$ cat config.mk
export PLATFORM = sky130hd
export DESIGN_NAME = source_text_tokenizer
export DESIGN_NICKNAME = d
export VERILOG_FILES = /design/src/rtl/stt_pkg.sv /design/src/rtl/stt_front.sv /design/src/rtl/stt_queue.sv /design/src/rtl/stt_back.sv /design/src/rtl/source_text_tokenizer.sv
export VERILOG_INCLUDE_DIRS = /design/src /design/src/rtl
export SDC_FILE = /design/constraint.sdc
export NUM_CORES = 1
export LEC_CHECK = 0
export BUFFER_PORTS_ARGS = -buffer_cell sky130_fd_sc_hd__buf_4
export CORE_UTILIZATION = 46
export CTS_CLUSTER_DIAMETER = 80
export DETAILED_ROUTE_END_ITERATION = 10
export PLACE_DENSITY = 0.73
export SYNTH_ARGS = -nofsm -noshare
export SYNTH_HDL_FRONTEND = slang
export SYNTH_HIERARCHICAL = 1
export SYNTH_SLANG_ARGS = --single-unit
$ cat constraint.sdc
create_clock -name clk -period 6.5 [get_ports clk]
set_input_delay 1.3 -clock clk [delete_from_list [all_inputs] [get_ports clk]]
set_output_delay 1.3 -clock clk [all_outputs]
set_load 0.02 [all_outputs]
$ cat src/rtl/source_text_tokenizer_defines.svh
`ifndef SOURCE_TEXT_TOKENIZER_DEFINES_SVH
`define SOURCE_TEXT_TOKENIZER_DEFINES_SVH

// Check in the same cycle: whenever pre holds, post holds too.
`define STT_ASSERT_NOW(label, pre, post) \
    label: assert property (@(posedge clk) disable iff (!rst_n) (pre) |-> (post)) \
        else $error("tokenizer check failed");

// Delayed check: whenever pre holds, post holds at the next edge.
`define STT_ASSERT_NEXT(label, pre, post) \
    label: assert property (@(posedge clk) disable iff (!rst_n) (pre) |=> (post)) \
        else $error("tokenizer check failed");

`endif

$ cat src/rtl/stt_pkg.sv
`timescale 1ns / 1ps

package stt_pkg;

    localparam int LENGTH_BITS_DEF   = 16;
    localparam int POSITION_BITS_DEF = 16;
    localparam int OFFSET_BITS_DEF   = 32;
    localparam int QUEUE_DEPTH_DEF   = 4;

    // widths of the token fields as they leave the block
    localparam int KIND_W    = 3;
    localparam int TOK_LEN_W = 16;
    localparam int TOK_OFF_W = 32;
    localparam int TOK_POS_W = 16;

    localparam logic [7:0] CHR_DIGIT_LO = 8'h30;
    localparam logic [7:0] CHR_DIGIT_HI = 8'h39;
    localparam logic [7:0] CHR_UPPER_LO = 8'h41;
    localparam logic [7:0] CHR_UPPER_HI = 8'h5A;
    localparam logic [7:0] CHR_LOWER_LO = 8'h61;
    localparam logic [7:0] CHR_LOWER_HI = 8'h7A;
    localparam logic [7:0] CHR_UNDERSCORE = 8'h5F;
    localparam logic [7:0] CHR_EQUALS  = 8'h3D;
    localparam logic [7:0] CHR_QUOTE   = 8'h22;
    localparam logic [7:0] CHR_SPACE   = 8'h20;
    localparam logic [7:0] CHR_NEWLINE = 8'h0A;

    typedef enum logic [KIND_W-1:0] {
        KIND_IDENT       = 3'd0,
        KIND_NUMBER      = 3'd1,
        KIND_OPERATOR    = 3'd2,
        KIND_STRING      = 3'd3,
        KIND_UNKNOWN     = 3'd4,
        KIND_OPEN_STRING = 3'd5
    } kind_t;

    typedef enum logic [2:0] {
        MODE_IDLE   = 3'd0,
        MODE_IDENT  = 3'd1,
        MODE_NUMBER = 3'd2,
        MODE_STRING = 3'd3,
        MODE_ERROR  = 3'd4
    } mode_t;

    typedef enum logic {
        BACK_FIRST  = 1'b0,
        BACK_SECOND = 1'b1
    } back_state_t;

    typedef struct packed {
        kind_t                 kind;
        logic [TOK_LEN_W-1:0]  length;
        logic [TOK_OFF_W-1:0]  offset;
        logic [TOK_POS_W-1:0]  line;
        logic [TOK_POS_W-1:0]  column;
    } token_t;

    // all tokens caused by one input word
    typedef struct packed {
        token_t first;
        token_t second;
        logic   two;
    } record_t;

endpackage

$ cat src/rtl/stt_front.sv
`timescale 1ns / 1ps
`include "source_text_tokenizer_defines.svh"

module stt_front
    import stt_pkg::*;
#(
    parameter int LENGTH_BITS   = LENGTH_BITS_DEF,
    parameter int POSITION_BITS = POSITION_BITS_DEF,
    parameter int OFFSET_BITS   = OFFSET_BITS_DEF
) (
    input  logic          clk,
    input  logic          rst_n,
    input  logic [7:0]    text_byte,
    input  logic          end_of_text,
    input  logic          accept,
    output logic          push,
    output record_t       push_rec
);

    mode_t                    mode_reg, mode_next;
    logic [LENGTH_BITS-1:0]   plen_reg, plen_next;
    logic [POSITION_BITS-1:0] col_reg, col_next;
    logic [POSITION_BITS-1:0] line_reg, line_next;
    logic [OFFSET_BITS-1:0]   off_reg, off_next;
    logic [OFFSET_BITS-1:0]   poff_reg, poff_next;
    logic [POSITION_BITS-1:0] pline_reg, pline_next;
    logic [POSITION_BITS-1:0] pcol_reg, pcol_next;

    logic  is_digit, is_alpha, is_ident, is_space, is_eq, is_quote;
    logic  sc_emit, sc_begin;
    kind_t sc_kind;
    mode_t sc_mode;

    assign is_digit = (text_byte >= CHR_DIGIT_LO) && (text_byte <= CHR_DIGIT_HI);
    assign is_alpha = ((text_byte >= CHR_UPPER_LO) && (text_byte <= CHR_UPPER_HI))
                   || ((text_byte >= CHR_LOWER_LO) && (text_byte <= CHR_LOWER_HI))
                   || (text_byte == CHR_UNDERSCORE);
    assign is_ident = is_alpha || is_digit;
    assign is_space = (text_byte == CHR_SPACE) || (text_byte == CHR_NEWLINE);
    assign is_eq    = (text_byte == CHR_EQUALS);
    assign is_quote = (text_byte == CHR_QUOTE);

    // classify the word as the first byte of a new token
    always_comb
    begin
        sc_emit  = 1'b0;
        sc_begin = 1'b0;
        sc_kind  = KIND_OPERATOR;
        sc_mode  = MODE_IDLE;
        if (is_space)
        begin
            sc_mode = MODE_IDLE;
        end
        else if (is_eq)
        begin
            sc_emit = 1'b1;
        end
        else if (is_quote)
        begin
            sc_mode  = MODE_STRING;
            sc_begin = 1'b1;
        end
        else if (is_digit)
        begin
            sc_mode  = MODE_NUMBER;
            sc_begin = 1'b1;
        end
        else if (is_alpha)
        begin
            sc_mode  = MODE_IDENT;
            sc_begin = 1'b1;
        end
        else
        begin
            sc_emit = 1'b1;
            sc_kind = KIND_UNKNOWN;
            sc_mode = MODE_ERROR;
        end
    end

    token_t     pend_tok, cur_tok, eot_tok, t0, t1;
    logic [1:0] cnt;
    logic       plen_sat;

    assign plen_sat = (plen_reg == '1);

    always_comb
    begin
        pend_tok.kind   = (mode_reg == MODE_IDENT) ? KIND_IDENT : KIND_NUMBER;
        pend_tok.length = TOK_LEN_W'(plen_reg);
        pend_tok.offset = TOK_OFF_W'(poff_reg);
        pend_tok.line   = TOK_POS_W'(pline_reg);
        pend_tok.column = TOK_POS_W'(pcol_reg);

        cur_tok.kind    = sc_kind;
        cur_tok.length  = TOK_LEN_W'(1);
        cur_tok.offset  = TOK_OFF_W'(off_reg);
        cur_tok.line    = TOK_POS_W'(line_reg);
        cur_tok.column  = TOK_POS_W'(col_reg);
    end

    always_comb
    begin
        mode_next  = mode_reg;
        plen_next  = plen_reg;
        poff_next  = poff_reg;
        pline_next = pline_reg;
        pcol_next  = pcol_reg;
        off_next   = off_reg;
        line_next  = line_reg;
        col_next   = col_reg;
        cnt        = 2'd0;
        t0         = pend_tok;
        t1         = cur_tok;
        eot_tok    = pend_tok;

        unique case (mode_reg)
            MODE_ERROR:
            begin
                mode_next = MODE_ERROR;
            end
            MODE_IDENT, MODE_NUMBER:
            begin
                if ((mode_reg == MODE_IDENT) ? is_ident : is_digit)
                begin
                    plen_next = plen_sat ? plen_reg : plen_reg + 1'b1;
                end
                else
                begin
                    cnt = 2'd1;
                    t0  = pend_tok;
                    if (sc_emit)
                    begin
                        t1  = cur_tok;
                        cnt = 2'd2;
                    end
                    mode_next = sc_mode;
                end
            end
            MODE_STRING:
            begin
                plen_next = plen_sat ? plen_reg : plen_reg + 1'b1;
                if (is_quote)
                begin
                    t0      = pend_tok;
                    t0.kind = KIND_STRING;
                    t0.length = TOK_LEN_W'(plen_next);
                    cnt       = 2'd1;
                    mode_next = MODE_IDLE;
                end
            end
            MODE_IDLE:
            begin
                if (sc_emit)
                begin
                    t0  = cur_tok;
                    cnt = 2'd1;
                end
                mode_next = sc_mode;
            end
            default:
            begin
                mode_next = MODE_IDLE;
            end
        endcase

        // a token byte seen from idle, or one that ends an identifier or number, opens a new pending token
        if (mode_reg != MODE_ERROR && mode_reg != MODE_STRING && sc_begin
            && !((mode_reg == MODE_IDENT && is_ident)
                 || (mode_reg == MODE_NUMBER && is_digit)))
        begin
            plen_next  = LENGTH_BITS'(1);
            poff_next  = off_reg;
            pline_next = line_reg;
            pcol_next  = col_reg;
        end

        if (mode_reg != MODE_ERROR)
        begin
            off_next = off_reg + 1'b1;
            if (text_byte == CHR_NEWLINE)
            begin
                line_next = (line_reg == '1) ? line_reg : line_reg + 1'b1;
                col_next  = POSITION_BITS'(1);
            end
            else
            begin
                col_next = (col_reg == '1) ? col_reg : col_reg + 1'b1;
            end
        end

        if (end_of_text)
        begin
            eot_tok.length = TOK_LEN_W'(plen_next);
            eot_tok.offset = TOK_OFF_W'(poff_next);
            eot_tok.line   = TOK_POS_W'(pline_next);
            eot_tok.column = TOK_POS_W'(pcol_next);
            case (mode_next)
                MODE_IDENT:  eot_tok.kind = KIND_IDENT;
                MODE_NUMBER: eot_tok.kind = KIND_NUMBER;
                default:     eot_tok.kind = KIND_OPEN_STRING;
            endcase
            if (mode_next == MODE_IDENT || mode_next == MODE_NUMBER
                || mode_next == MODE_STRING)
            begin
                if (cnt == 2'd0)
                begin
                    t0 = eot_tok;
                end
                else
                begin
                    t1 = eot_tok;
                end
                cnt = cnt + 2'd1;
            end
            mode_next  = MODE_IDLE;
            plen_next  = '0;
            off_next   = '0;
            line_next  = POSITION_BITS'(1);
            col_next   = POSITION_BITS'(1);
            poff_next  = '0;
            pline_next = POSITION_BITS'(1);
            pcol_next  = POSITION_BITS'(1);
        end
    end

    assign push            = accept && (cnt != 2'd0);
    assign push_rec.first  = t0;
    assign push_rec.second = t1;
    assign push_rec.two    = (cnt == 2'd2);

    always_ff @(posedge clk or negedge rst_n)
    begin
        if (!rst_n)
        begin
            mode_reg  <= MODE_IDLE;
            plen_reg  <= '0;
            col_reg   <= POSITION_BITS'(1);
            line_reg  <= POSITION_BITS'(1);
            off_reg   <= '0;
            poff_reg  <= '0;
            pline_reg <= POSITION_BITS'(1);
            pcol_reg  <= POSITION_BITS'(1);
        end
        else if (accept)
        begin
            mode_reg  <= mode_next;
            plen_reg  <= plen_next;
            col_reg   <= col_next;
            line_reg  <= line_next;
            off_reg   <= off_next;
            poff_reg  <= poff_next;
            pline_reg <= pline_next;
            pcol_reg  <= pcol_next;
        end
    end

    `STT_ASSERT_NEXT(a_eot_returns_idle, accept && end_of_text, mode_reg == MODE_IDLE && off_reg == '0)

endmodule

$ cat src/rtl/stt_queue.sv
`timescale 1ns / 1ps
`include "source_text_tokenizer_defines.svh"

module stt_queue
    import stt_pkg::*;
#(
    parameter int DEPTH = QUEUE_DEPTH_DEF
) (
    input  logic    clk,
    input  logic    rst_n,
    input  logic    push,
    input  record_t push_rec,
    input  logic    pop,
    output logic    has_space,
    output logic    has_data,
    output record_t head
);

    localparam int PTR_W = (DEPTH > 1) ? $clog2(DEPTH) : 1;
    localparam int CNT_W = $clog2(DEPTH + 1);

    record_t            entry_reg [DEPTH];
    logic [PTR_W-1:0]   wr_ptr_reg, wr_ptr_next;
    logic [PTR_W-1:0]   rd_ptr_reg, rd_ptr_next;
    logic [CNT_W-1:0]   count_reg, count_next;
    logic               do_pop;

    assign has_space = (count_reg != CNT_W'(DEPTH));
    assign has_data  = (count_reg != '0);
    assign head      = entry_reg[rd_ptr_reg];
    assign do_pop    = pop && has_data;

    always_comb
    begin
        wr_ptr_next = wr_ptr_reg;
        rd_ptr_next = rd_ptr_reg;
        count_next  = count_reg;
        if (push)
        begin
            wr_ptr_next = (wr_ptr_reg == PTR_W'(DEPTH - 1)) ? '0 : wr_ptr_reg + 1'b1;
        end
        if (do_pop)
        begin
            rd_ptr_next = (rd_ptr_reg == PTR_W'(DEPTH - 1)) ? '0 : rd_ptr_reg + 1'b1;
        end
        if (push && !do_pop)
        begin
            count_next = count_reg + 1'b1;
        end
        else if (do_pop && !push)
        begin
            count_next = count_reg - 1'b1;
        end
    end

    always_ff @(posedge clk or negedge rst_n)
    begin
        if (!rst_n)
        begin
            wr_ptr_reg <= '0;
            rd_ptr_reg <= '0;
            count_reg  <= '0;
        end
        else
        begin
            wr_ptr_reg <= wr_ptr_next;
            rd_ptr_reg <= rd_ptr_next;
            count_reg  <= count_next;
        end
    end

    always_ff @(posedge clk)
    begin
        if (push)
        begin
            entry_reg[wr_ptr_reg] <= push_rec;
        end
    end

    `STT_ASSERT_NOW(a_count_bounded, 1'b1, count_reg <= CNT_W'(DEPTH))
    `STT_ASSERT_NOW(a_no_push_when_full, push, has_space)

endmodule

$ cat src/rtl/stt_back.sv
`timescale 1ns / 1ps
`include "source_text_tokenizer_defines.svh"

module stt_back
    import stt_pkg::*;
(
    input  logic                  clk,
    input  logic                  rst_n,
    input  logic                  has_data,
    input  record_t               head,
    output logic                  pop,
    output logic                  token_valid,
    input  logic                  token_ready,
    output logic [KIND_W-1:0]     token_kind,
    output logic [TOK_LEN_W-1:0]  token_length,
    output logic [TOK_OFF_W-1:0]  start_offset,
    output logic [TOK_POS_W-1:0]  start_line,
    output logic [TOK_POS_W-1:0]  start_column,
    output logic                  last_of_run
);

    back_state_t state_reg, state_next;
    token_t      tok;
    logic        last;

    always_comb
    begin
        state_next = state_reg;
        tok        = head.first;
        last       = !head.two;
        unique case (state_reg)
            BACK_FIRST:
            begin
                tok  = head.first;
                last = !head.two;
            end
            BACK_SECOND:
            begin
                tok  = head.second;
                last = 1'b1;
            end
            default:
            begin
                tok  = head.first;
                last = !head.two;
            end
        endcase
        // step to the second token, or release the word once its last token leaves
        if (has_data && token_ready)
        begin
            state_next = last ? BACK_FIRST : BACK_SECOND;
        end
    end

    assign pop          = has_data && token_ready && last;
    assign token_valid  = has_data;
    assign token_kind   = tok.kind;
    assign token_length = tok.length;
    assign start_offset = tok.offset;
    assign start_line   = tok.line;
    assign start_column = tok.column;
    assign last_of_run  = last;

    always_ff @(posedge clk or negedge rst_n)
    begin
        if (!rst_n)
        begin
            state_reg <= BACK_FIRST;
        end
        else
        begin
            state_reg <= state_next;
        end
    end

    `STT_ASSERT_NOW(a_second_needs_pair, state_reg == BACK_SECOND, has_data && head.two)
    `STT_ASSERT_NEXT(a_first_then_second, token_valid && token_ready && !last_of_run, state_reg == BACK_SECOND)

endmodule

$ cat src/rtl/source_text_tokenizer.sv
`timescale 1ns / 1ps
// Tokens of an accepted word are stored in the queue and offered at the output from its head.
// One text byte per cycle while the queue has space; two tokens from one byte leave in turn.
// A queue of QUEUE_DEPTH words between scanner and output absorbs those two-token bytes.
// Reset (rst_n low, asynchronous) empties the queue and sets line and column to 1,
// offset to 0 and the scanner to idle.

module source_text_tokenizer
    import stt_pkg::*;
#(
    parameter int LENGTH_BITS   = LENGTH_BITS_DEF,
    parameter int POSITION_BITS = POSITION_BITS_DEF,
    parameter int OFFSET_BITS   = OFFSET_BITS_DEF,
    parameter int QUEUE_DEPTH   = QUEUE_DEPTH_DEF
) (
    input  logic                  clk,
    input  logic                  rst_n,
    input  logic                  text_valid,
    output logic                  text_ready,
    input  logic [7:0]            text_byte,
    input  logic                  end_of_text,
    output logic                  token_valid,
    input  logic                  token_ready,
    output logic [KIND_W-1:0]     token_kind,
    output logic [TOK_LEN_W-1:0]  token_length,
    output logic [TOK_OFF_W-1:0]  start_offset,
    output logic [TOK_POS_W-1:0]  start_line,
    output logic [TOK_POS_W-1:0]  start_column,
    output logic                  last_of_run
);

    logic    accept;
    logic    push;
    logic    pop;
    logic    has_space;
    logic    has_data;
    record_t push_rec;
    record_t head;

    assign text_ready = has_space;
    assign accept     = text_valid && has_space;

    stt_front #(
        .LENGTH_BITS   (LENGTH_BITS),
        .POSITION_BITS (POSITION_BITS),
        .OFFSET_BITS   (OFFSET_BITS)
    ) u_front (
        .clk         (clk),
        .rst_n       (rst_n),
        .text_byte   (text_byte),
        .end_of_text (end_of_text),
        .accept      (accept),
        .push        (push),
        .push_rec    (push_rec)
    );

    stt_queue #(
        .DEPTH (QUEUE_DEPTH)
    ) u_queue (
        .clk       (clk),
        .rst_n     (rst_n),
        .push      (push),
        .push_rec  (push_rec),
        .pop       (pop),
        .has_space (has_space),
        .has_data  (has_data),
        .head      (head)
    );

    stt_back u_back (
        .clk          (clk),
        .rst_n        (rst_n),
        .has_data     (has_data),
        .head         (head),
        .pop          (pop),
        .token_valid  (token_valid),
        .token_ready  (token_ready),
        .token_kind   (token_kind),
        .token_length (token_length),
        .start_offset (start_offset),
        .start_line   (start_line),
        .start_column (start_column),
        .last_of_run  (last_of_run)
    );

endmodule
Word-level counts from Yosys, hierarchy flattened
Memory sizes are Yosys's and may differ from the RTL's.
Cells that the tools add are included.
W data, S select, Z words.
{"block": "totals", "ram_bits": 668, "output_inout_bits": 86, "latchBits": 0, "elab_cells": 162, "romBits": 0, "regBits": 155, "input_bits": 13, "mem_count": 1}
{"memory": "u_queue.entry_reg", "depth": 4, "word_bits": 167, "rd": 1, "rd_ports_with_merged_regs": 0, "write_ports": 1, "line": "stt_queue.sv:22", "rtl": "record_t entry_reg [DEPTH];"}
{"block": "op_classes", "n_mul": 0, "div": 0, "reduce_logical": 37, "n_lt_le_gt_ge": 6, "eq_ne": 23, "add_sub_neg": 9, "n_bitwise": 1, "shift": 0, "muxes": 73}
{"op": "$mux W83", "count": 8}
{"op": "$pmux W83 S2", "count": 2}
{"op": "$mux W16", "count": 16}
{"op": "$mux W32", "count": 4}
{"op": "$add A16 B1 Y16 const B", "count": 3}
{"op": "$eq A16 B16 Y1 const B", "count": 3}
{"op": "$mux W3", "count": 15}
{"op": "$add A32 B1 Y32 const B", "count": 1}
{"op": "$pmux W16 S2", "count": 1}
{"op": "$eq A8 B6 Y1 const B", "count": 3}
{"op": "$mux W1", "count": 17}
{"op": "$ge A8 B7 Y1 const B", "count": 2}
{"op": "$le A8 B7 Y1 const B", "count": 2}
{"op": "$logic_and A1 B1 Y1", "count": 15}
{"op": "$eq A3 B2 Y1 const B", "count": 4}
{"op": "$mux W2", "count": 6}
{"op": "$pmux W3 S4", "count": 1}
{"op": "$eq A8 B4 Y1 const B", "count": 1}
{"op": "$eq A8 B7 Y1 const B", "count": 1}
{"op": "$ge A8 B6 Y1 const B", "count": 1}
{"op": "$le A8 B6 Y1 const B", "count": 1}
{"op": "$reduce_bool A2 Y1", "count": 4}
{"op": "$logic_or A1 B1 Y1", "count": 7}
{"op": "$add A2 B1 Y2 const B", "count": 3}
{"op": "20 further kinds", "count": 28}

Logic depth before layout (Yosys ltp)
{"block": "logic_depth", "ltp_word": 22, "depth_mapped": 16, "ltp_nobuf": 15}

Modules after synthesis
The synthesis kept the hierarchy.
{"mod": "stt_queue", "area_per_inst_um2": 24504.8, "instances": 1, "seq_area_each_um2": 20234.4, "cells_each": 911}
{"mod": "stt_front", "area_per_inst_um2": 10503.8, "instances": 1, "seq_area_each_um2": 3683.5, "cells_each": 1054}
{"mod": "stt_back", "area_per_inst_um2": 1074.8, "instances": 1, "seq_area_each_um2": 25.0, "cells_each": 99}
{"mod": "source_text_tokenizer", "area_per_inst_um2": 6.3, "instances": 1, "seq_area_each_um2": 0.0, "cells_each": 1}

Worst setup path after synthesis
No wires, ideal clock.
{"block": "synth_timing", "path_kind": "input-to-reg", "startpoint": "in text_byte[2]", "endpoint": "mem u_queue/entry_reg[0][0] (netlist bit) (enable)", "required_time_ns": 5.954, "n_path_buf": 2, "cell_stages": 10, "setup_ns": 0.546, "setup_slack_ns": -1.457, "t_arrival_ns": 7.410, "cell_sequence": "buf_6 > or4_4 > a2111oi_1 > a21oi_1 > clkbuf_1 > o21a_1 > ha_1 > inv_1 > a31oi_1 > and2_1"}
{"block": "synth_via", "elab_chain_len": 20, "word_cells_on_any_way": 49, "classes_between": "1 x add/sub; 6 x order compare; 8 x eq/ne; 23 x mux; 11 x reduce/logical"}
{"item": "start: declaration", "line": "source_text_tokenizer.sv:20", "rtl": "input logic [7:0] text_byte,"}
{"item": "branches (longest 15 deep; another with $ge A8 B7 Y1)"}
{"item": "$mux W2 *", "line": "stt_front.sv:192", "rtl": "if (end_of_text)"}
{"item": "$reduce_bool A2 Y1 *", "line": "stt_front.sv:227", "rtl": "assign push = accept && (cnt != 2'd0);"}
{"item": "$logic_and A1 B1 Y1 *", "line": "stt_front.sv:227"}
{"item": "via push", "line": "source_text_tokenizer.sv:33", "rtl": "logic push;"}
{"item": "$mux W1 *", "line": "stt_queue.sv:74", "rtl": "if (push)"}
{"item": "$mux W1 (not written as such) *", "line": "stt_queue.sv:76", "rtl": "entry_reg[wr_ptr_reg] <= push_rec;"}
{"item": "end: declaration", "line": "stt_queue.sv:22"}
Mark *: on every way through the listed nets, which the timed path passes.

Worst setup path after layout
{"block": "layout_timing", "startpoint": "in text_byte[1]", "endpoint": "mem u_queue/entry_reg[2][21] (netlist bit) (enable)"}
The elaborated chain is that of the path after synthesis.

==> metrics.md <==
| Metric | Value |
|---|---|
| CP dominant cell by count | `buf_4` |
| Hold Slack | `0.491 ns` |
| Largest net degree at the start of global routing | `73` |
| Fin crit share | `0.730` |
| Crit. End Element | `flop` |
| Area grow syn2layout | `12.8%` |
| Worst slew margin | `0.0755` |
| Crit-path slowest cell | `a2111oi_1` |
| Mapped cell area | `36100 um2` |
| Final worst setup slack | `1.75 ns` |
| WS Path Type | `input pin to flop` |
| Multiplexer area fraction after synthesis | `0.180` |
| Post-synthesis cell type count | `79` |
| Pre-CTS setup slack | `1.19 ns` |
| Seq/Total Area, Yosys | `0.663` |
| P_leak | `13.7 nW` |
| Num CTS Buffers | `82` |
| Total grt overflow | `0` |
| Final WL | `78600 um` |
| Cells after Synth | `2065` |
| Htree depth | `3` |
| Worst min path class | `flop to flop` |
| Routed via count | `19400` |
| 1st-iter DRT viols | `1637` |
| IO buf count | `98` |
| Routed met2 length | `38600 um` |
| Crit path from | `text_byte[1]` |
| Initial antenna violation count | `0` |
| Mean Syn Cell Area | `17.5 um2` |
| Seq cells post-synth | `823` |
| CP delay by family, top | `compound AO/OA/AOI/OAI gates` |
| Required time worst endpoint | `6.79 ns` |
| Hold-fix buffers, CTS | `0` |
| # DRC | `0` |
| Pwr/cell area | `422 nW/um2` |
| Simple-Gate Fraction of Synth Area | `0.0472` |
| Die width | `282 um` |
| Synth top area cells | `edfxtp_1 (56%), dfrtp_1 (10%), mux4_2 (10%), mux2_2 (2.8%), mux2_1 (2.4%)` |
| Die footprint | `79600 um2` |
| Final number of hold-violating endpoints | `0` |
| Post-synth EDFFs | `668` |
| Wirelength per Cell | `24.0 um` |
| Status | `finished, final reports clean` |
| Placed Area | `38000 um2` |
| Main combinational cell family by area after synthesis | `multiplexers` |
| Dominant cell type by area after synthesis | `edfxtp_1` |
| CP max FO | `29` |
| GP Congestion | `0.856` |
| GRT Overall Usage | `0.202` |
| Setup TNS | `0 ns` |
| CP startpoint kind | `input pin` |
| Share of layout cells above drive strength 1 | `0.300` |
| Clock Pin Slew Worst Setup and Hold Paths | `0.06 ns` |
| Design area | `40700 um2` |
| Ys async rst share | `0.188` |
| Drt pass-1 iters | `5` |
| Crit path largest cell delay | `0.60 ns` |
| Endpoints failing setup | `0` |
| Clk_skew | `0.0225 ns` |
| CTS Root Cell | `clkbuf_16` |
| Top routing layer in use | `met4` |
| Initial core utilization | `0.465` |
| Post-CTS Resized | `0` |
| Minimum clock period | `4.75 ns` |
| Synth warn | `6` |
| Maximum clock frequency | `211 MHz` |
| Slew @ Worst Pin | `1.38 ns` |
| Worst EP arrival | `5.03 ns` |
| Die Height | `282 um` |
| Buf+Inv Stages, Crit Path | `4` |
| FP Rows | `102` |
| Post-synth top area share | `0.556` |
| Compound-gate portion of the synthesized area | `0.0686` |
| Worst Min Path Start | `u_queue/count_reg[2]` |
| Post-CTS setup buffer count | `0` |
| I/O pins | `99` |
| Post-DP HPWL | `46300 um` |
| Num Clock Sinks | `823` |
| DR WL met3 | `4820 um` |
| Most used DFF post-synth | `edfxtp_1` |
| Post-Syn Nets | `2090` |
| ANT cells | `0` |
| Adder-cell share of the synthesized area | `0.00437` |
| Post-Synth XOR/XNOR Area | `0.0107` |
| Vias in the first global route | `20200` |
| Count of pins over their slew limit | `0` |
| Maxcap violations | `0` |
| Max reg flops | `668` |
| Post-layout nets | `2187` |
| Final ANT Viol Nets | `0` |
| Routed vias/inst | `5.92` |
| CTS tree | `built` |
| RSZ-0062 raised after global routing | `no` |
| Worst skew pair latency | `0.65 ns` |
| Clock Tree Buf Depth | `3` |
| Global-route wire length before repair | `121000 um` |
| Peak VDD IR | `0.276 mV` |
| Core area | `77600 um2` |
| Met1 WL | `33600 um` |
| CP cell instances | `buf_4 > and4b_1 > o31a_1 > a2111oi_1 > a21oi_1 > o21a_1 > ha_1 > inv_1 > a31oi_1 > buf_4 > and2_4 > buf_4` |
| Worst R2R Start | `u_front/mode_reg[2]` |
-- where the power goes --
group	switching [W]	internal (W)	leakage [nW]	total [W]
clock	0.00198	0.00276	1.33	0.00475
combinational	0.00294	0.00245	4.26	0.00539
sequential	0.000487	0.00658	8.10	0.00706
total	0.00541	0.0118	13.7	0.0172
-- cell type report --
cell class	count	area, um2
Clock inverter	47	532
Sequential cell	823	24000
Multi-Input combinational cell	1084	11200
Timing Repair Buffer	150	1390
Tap cell	1040	1300
Inverter	21	78.8
Clock buffer	107	2230
Fill cell	6162	36900
-- synthesized netlist by cell type (5+ instances only) --
master and number:
nand3_1 28, xor2_1 26, clkbuf_1 56, a21o_1 13, inv_1 20, o21ai_0 41, edfxtp_1 668, mux2_2 89
mux4_2 167, and2_1 10, buf_6 39, nand3b_1 5, ha_1 11, a21oi_1 37, xnor2_1 18, dfrtp_1 151
nand4_1 19, nand2b_1 8, nor4_1 10, nor2b_1 6, o2bb2ai_1 76, nand2_1 60, mux2_1 77, nor2_1 101
buf_2 36, a22oi_2 60, nor3_1 34, or3_1 18, a211oi_1 6, mux2_4 49, a31oi_1 12, mux2i_1 12
and3_1 17
-- metal layers --
metal | vias to the layer above | track usage
li1 | 8502 | -
met1 | 10100 | 0.279
met2 | 628 | 0.329
met3 | 109 | 0.0369
met4 | 0 | 0.0576
met5 | - | 0
-- worst reg2reg max path: cells and delay by family (launching register included) --
| kind | cells | cell delay [ns] |
|---|---|---|
| compound gates | 4 | 1.33 |
| fa+ha+maj | 1 | 0.31 |
| buf+inv | 3 | 0.71 |
| flops | 1 | 0.64 |
| simple gates | 2 | 0.98 |
-- logic make-up (layout without fill, tap and decap cells) --
group	Yosys count	in the layout
DFF	823	823
xor gates and xnor gates	44	44
buffers and inverters	158	325
adders and majority gates	12	12
and+or+nand+nor	338	338
AOI/OAI and AO/OA	296	296
muxes	394	394
-- path summary, 6_finish.rpt --
kind,end,slack (ns),depth (start not counted)
hold / removal,u_queue/count_reg[2],0.49,1
setup reg to reg,u_queue/entry_reg[2][21],2.16,10
max in group asynchronous,u_front/poff_reg[9],4.58,2
setup / recovery,u_queue/entry_reg[2][21],1.75,12
hold reg to reg,u_queue/count_reg[2],0.49,1
min in group asynchronous,u_front/pcol_reg[7],0.64,1
-- cells in the final DEF, fill, tap and decap left out, types with 5 or more instances in the layout --
cell	n
nand2b_1	8
o2bb2ai_1	76
and3_1	17
nor2b_1	6
buf_4	128
inv_1	20
o21ai_0	41
nor4_1	10
ha_1	11
mux2_2	89
nand3b_1	5
a31oi_1	12
clkbuf_8	8
clkbuf_1	17
edfxtp_1	668
a21o_1	13
clkinv_1	13
buf_12	21
dfrtp_1	148
a211oi_1	6
xnor2_1	18
mux2i_1	12
bufinv_16	8
mux2_4	49
mux2_1	77
clkbuf_16	82
nand3_1	28
nor2_1	100
nor3_1	34
clkinv_2	12
mux4_2	167
nand4_1	19
nand2_1	59
xor2_1	26
a22oi_2	60
a21oi_1	37
and2_1	6
or3_1	18
-- stage by stage --
stage          utilization  instances  total power, W
2_1_floorplan            -       2065          0.0107
3_3_place_gp         0.489       3118          0.0126
3_5_place_dp         0.489       3118          0.0127
4_1_cts              0.525       3272          0.0174
5_1_grt              0.525       3272          0.0180
6_report             0.525       3272          0.0172
Note: power is estimated with default switching activity, not from simulation.
